File: src/hw/rtl/dlf_pkg.sv
// shared types and constants for the dense layer forward block
// no dependencies; imported by dlf_cell and dense_layer_forward
package dlf_pkg;

   // fixed point formats: Q8.8 data, Q16.16 products, 40 bit accumulators
   localparam int DATA_W = 16;
   localparam int FRAC_W = DATA_W / 2;
   localparam int ACC_W  = 40;

   // request kinds
   typedef enum logic [1:0] {
      KIND_WEIGHT  = 2'd0,
      KIND_BIAS    = 2'd1,
      KIND_ELEMENT = 2'd2
   } kind_type;

   // control broadcast from the sequencer to every cell
   typedef struct packed {
      logic wr_weight;
      logic wr_bias;
      logic read;
      logic mul;
      logic acc;
      logic finish;
      logic shift;
   } cell_ctrl_type;

endpackage

File: src/hw/rtl/dlf_cell.sv
// one node of the layer: weight column memory, bias, multiply-accumulate
// and one stage of the result shift chain; depends on dlf_pkg
module dlf_cell #(
   parameter int MAX_INPUTS = 64,
   parameter int IDX_W      = 6
) (
   input  logic                                clock,
   input  logic                                reset,
   input  dlf_pkg::cell_ctrl_type              ctrl,
   input  logic                                sel,
   input  logic [IDX_W-1:0]                    wr_addr,
   input  logic signed [dlf_pkg::DATA_W-1:0]   wr_data,
   input  logic [IDX_W-1:0]                    rd_addr,
   input  logic signed [dlf_pkg::DATA_W-1:0]   x,
   input  logic signed [dlf_pkg::DATA_W-1:0]   shift_in,
   output logic signed [dlf_pkg::DATA_W-1:0]   shift_out
);
   import dlf_pkg::*;

   localparam int PROD_W = 2 * DATA_W;
   localparam int SUM_W  = ACC_W + 2;

   logic signed [DATA_W-1:0] weight_mem [MAX_INPUTS];
   logic signed [DATA_W-1:0] weight_rd_ff;
   logic signed [PROD_W-1:0] product_ff;
   logic signed [ACC_W-1:0]  acc_ff;
   logic signed [DATA_W-1:0] bias_ff;
   logic signed [DATA_W-1:0] out_ff;
   logic signed [SUM_W-1:0]  sum;
   logic signed [SUM_W-1:0]  quot;
   logic signed [DATA_W-1:0] result_in;

   // weight column memory, registered read
   always_ff @(posedge clock) begin
      if (ctrl.wr_weight && sel) begin
         weight_mem[wr_addr] <= wr_data;
      end
      if (ctrl.read) begin
         weight_rd_ff <= weight_mem[rd_addr];
      end
   end

   // product stage
   always_ff @(posedge clock) begin
      if (ctrl.mul) begin
         product_ff <= x * weight_rd_ff;
      end
   end

   // accumulator and bias
   always_ff @(posedge clock) begin
      if (reset) begin
         acc_ff  <= '0;
         bias_ff <= '0;
      end else begin
         if (ctrl.finish) begin
            acc_ff <= '0;
         end else if (ctrl.acc) begin
            acc_ff <= acc_ff + ACC_W'(product_ff);
         end
         if (ctrl.wr_bias && sel) begin
            bias_ff <= wr_data;
         end
      end
   end

   // add bias, round half up, floor shift, saturate to the data range
   always_comb begin
      sum  = SUM_W'(acc_ff) + (SUM_W'(bias_ff) <<< FRAC_W)
             + (SUM_W'(1) << (FRAC_W - 1));
      quot = sum >>> FRAC_W;
      if (quot[SUM_W-1:DATA_W-1] == '0 || quot[SUM_W-1:DATA_W-1] == '1) begin
         result_in = quot[DATA_W-1:0];
      end else begin
         result_in = {quot[SUM_W-1], {(DATA_W-1){~quot[SUM_W-1]}}};
      end
   end

   // result shift stage toward the head of the chain
   always_ff @(posedge clock) begin
      if (ctrl.finish) begin
         out_ff <= result_in;
      end else if (ctrl.shift) begin
         out_ff <= shift_in;
      end
   end

   assign shift_out = out_ff;

endmodule

File: config.mk
export PLATFORM = sky130hd
export DESIGN_NAME = dlf_cell
export DESIGN_NICKNAME = d
export VERILOG_FILES = /design/src/hw/rtl/dlf_pkg.sv /design/src/hw/rtl/dlf_cell.sv
export SDC_FILE = /design/constraint.sdc
export NUM_CORES = 2
export LEC_CHECK = 0
export BUFFER_PORTS_ARGS = -buffer_cell sky130_fd_sc_hd__buf_2
export CORE_UTILIZATION = 35
export DETAILED_ROUTE_END_ITERATION = 12
export PLACE_DENSITY = 0.47
export REMOVE_ABC_BUFFERS = 1
export SETUP_SLACK_MARGIN = 0.2
export SYNTH_ARGS = -nofsm -noshare
export SYNTH_HDL_FRONTEND = slang
export SYNTH_SLANG_ARGS = --single-unit
File: constraint.sdc
create_clock -name clock -period 14.42 [get_ports clock]
set_input_delay 2.884 -clock clock [delete_from_list [all_inputs] [get_ports clock]]
set_output_delay 2.884 -clock clock [all_outputs]
set_load 0.005 [all_outputs]
==> metrics <==
slowest library cell on the worst path fa_1; Post-route DRC 0; Leak 22.9 nW; Post-Place Cells 5,667; maximum clock rate 116 MHz; initial antenna violation count 14; clock power share 22.5%; top_reg_cell synth edfxtp_1; CP dominant cell by count fa_1; Port-buffer cells 85; die height 405 um; max_cap viols 0; Final HPWL DP 94,700 um; Core ar. 0.161 mm2; switch share 36.6%; worst path required time 14,900 ps; Avg Inst Size Synth 16.3 um2; crit path time final 8640 ps; Initial Util 35.3%; PostCTS Resize Cnt 0; Worst Clk Skew 44.6 ps; Clk Latency, worst-skew pair 770 ps; post-synth top area share 57.4%; All-Layer GR Usage 17.7%; Worst EP arrival 9120 ps; sequential fraction of the synthesis area 59.4%; Syn-to-layout area delta 13.0%; Net Sw Power 5.08 mW; routed vias/inst 5.06; leading area contributor after synthesis edfxtp_1; Crit Path Max Fanout 16; count leader, synth edfxtp_1; power per cell area 216 mW/mm2; mapped cell area 0.0569 mm2; number of synthesized flops with an enable pin 1,088; total congestion overflow 0; Yosys warning total 0; synthesized flop and latch total 1,144; Comb pwr share 47.5%; Max Slew Vio Count 0; pin count of the biggest net entering global routing 125; TritonCTS Sinks 1,144; Slew HR 25.3%; gpl congestion 0.780; via count 29,900; status complete, no violations; CP startpoint kind primary input; fin crit share 59.9%; sequential share of power 30.0%; FFs w/ async S/R, synth 0%; TritonCTS buffer count 130; final non-filler cell total 5,907; number of global-route vias before repair 31,700; drt pass-1 iters 5; post-CTS setup buffer count 0; Unique masters post-synth 71; die area 0.164 mm2; CTS tree done; Tot Pwr 13.9 mW; post-route setup TNS 0 ps; CTS max path bufs 3; CP Cell Sequence buf_2, nand2_1, fa_1, inv_1, fa_1, fa_1, fa_1, fa_1, inv_1, fa_1, inv_1, ha_1, and3_1, and3_1, and3_1, a21oi_1, a21oi_1, nor2_1, o21ai_0, a21o_1, a21oi_1, mux2i_1, or4_1; io pins 86; proportion of layout cells with a drive suffix above 1 19.8%; HP Class reg -> reg; clock-pin slew on the worst setup and hold paths 60 ps; Nets 4,126; # setup viols final 0; peak supply drop 0.000433 V; P_int 8.78 mW; H-tree levels 4; Syn Inst Count 3,486; Core Rows 147; RSZ-0062 raised after global routing false; CP Class in -> reg; Hold Fails Final Rpt 0; Routed Antenna Nets 0; Tightest Pin Transition 1120 ps; hold_buf cts 0; Root Driver clkbuf_16; Critical Path Max Stage Delay 590 ps; main area contributors after synthesis edfxtp_1 (57%), mux4_2 (13%), fa_1 (9.3%); fill cell count 14,800; global-route wire length before repair 213,000 um; die width 405 um; drt total wl 142,000 um; number of DRC markers in iteration 0 1,926; Commonest cells post-synth edfxtp_1 (1,088), mux4_2 (336), inv_1 (309), fa_1 (264), nand2_1 (215); Crit. End Element flop; WL/cell 24.0 um
[worst paths after layout]
check | start | end | slack, ps | cells past startpoint
hold reg to reg | acc_ff[4]$_SDFFE_PP0P_ | acc_ff[4]$_SDFFE_PP0P_ | 470 | 2
setup reg to reg | weight_rd_ff[1]$_DFFE_PP_ | product_ff[25]$_DFFE_PP_ | 7260 | 24
setup / recovery | x[9] | product_ff[25]$_DFFE_PP_ | 5780 | 23
hold / removal | acc_ff[4]$_SDFFE_PP0P_ | acc_ff[4]$_SDFFE_PP0P_ | 470 | 2
[per-stage QoR]
| stage | util [%] | hold WS [ps] | setup WS, ps | cell area (um2) |
|---|---|---|---|---|
| floorplan | - | 434 | 5620 | 56300 |
| global placement | 37.4 | 464 | 5010 | 60200 |
| detailed placement | 37.4 | 470 | 4970 | 60200 |
| CTS | 39.9 | 477 | 5780 | 64300 |
| global route | 39.9 | 499 | 5310 | 64300 |
| finish | 39.9 | 472 | 5780 | 64300 |
[area by class of cell]
cell class              instances  area, um2  share of cell area [%]
well taps                    2160       2700                    4.21
diodes                          2       5.00                 0.00779
clock buffers                 165       3420                    5.33
repair buffers                162       1040                    1.62
multi-input cells            1892      21500                    33.4
clock inverters                73        643                    1.00
flip-flops and latches       1144      33800                    52.6
inverters                     309       1160                    1.80
[worst max-delay path, delay by kind of cell]
| kind | cells | cell delay, ps |
|---|---|---|
| adders and majority gates | 7 | 3380 |
| and+or+nand+nor | 6 | 1390 |
| AOI/OAI and AO/OA | 5 | 880 |
| buffers and inverters | 4 | 470 |
| muxes | 1 | 100 |
[placed cells by master, fill, tap and decap left out, types with 119 or more instances in the layout]
master / netlist / layout
nor2_1: 176 / 128
ha_1: 153 / 153
clkbuf_16: 0 / 130
nand2_1: 215 / 215
a21oi_1: 119 / 119
fa_1: 264 / 264
inv_1: 309 / 309
mux4_2: 336 / 336
edfxtp_1: 1088 / 1088
and2_1: 137 / 137
[routing by layer]
layer | wire (um) | part of all wire (%) | GRT usage [%] | vias up
met5 | 67 | 0.047 | 0 | -
met4 | 3730 | 2.6 | 4.93 | 10
met3 | 6150 | 4.3 | 2.82 | 210
met2 | 70100 | 50 | 30.1 | 624
met1 | 61400 | 43 | 23.5 | 15600
li1 | - | - | - | 13400
[registers in the layout, indices dropped and copies added (netlist names)]
| name | cells |
|---|---|
| acc_ff | 40 |
| bias_ff | 16 |
| weight_rd_ff | 16 |
| product_ff | 32 |
| weight_mem | 1024 |
| shift_out | 16 |
[power groups by stage]
stage	registers, mW	clock network (mW)	logic (mW)
2_1_floorplan	4.19	0	5.07
3_3_place_gp	4.23	0	6.83
3_5_place_dp	4.23	0	6.78
4_1_cts	4.16	3.22	6.82
5_1_grt	4.16	3.34	7.66
6_report	4.15	3.12	6.58
[logic make-up after synthesis]
family | count (synthesis) | share of synthesized area [%]
xor+xnor | 94 | 1.45
flops | 1144 | 59.4
buf+inv | 450 | 3.00
simple gates | 673 | 5.73
compound gates | 339 | 3.85
mux | 369 | 13.9
fa+ha+maj | 417 | 12.7
(Power assumes the default switching activity.)
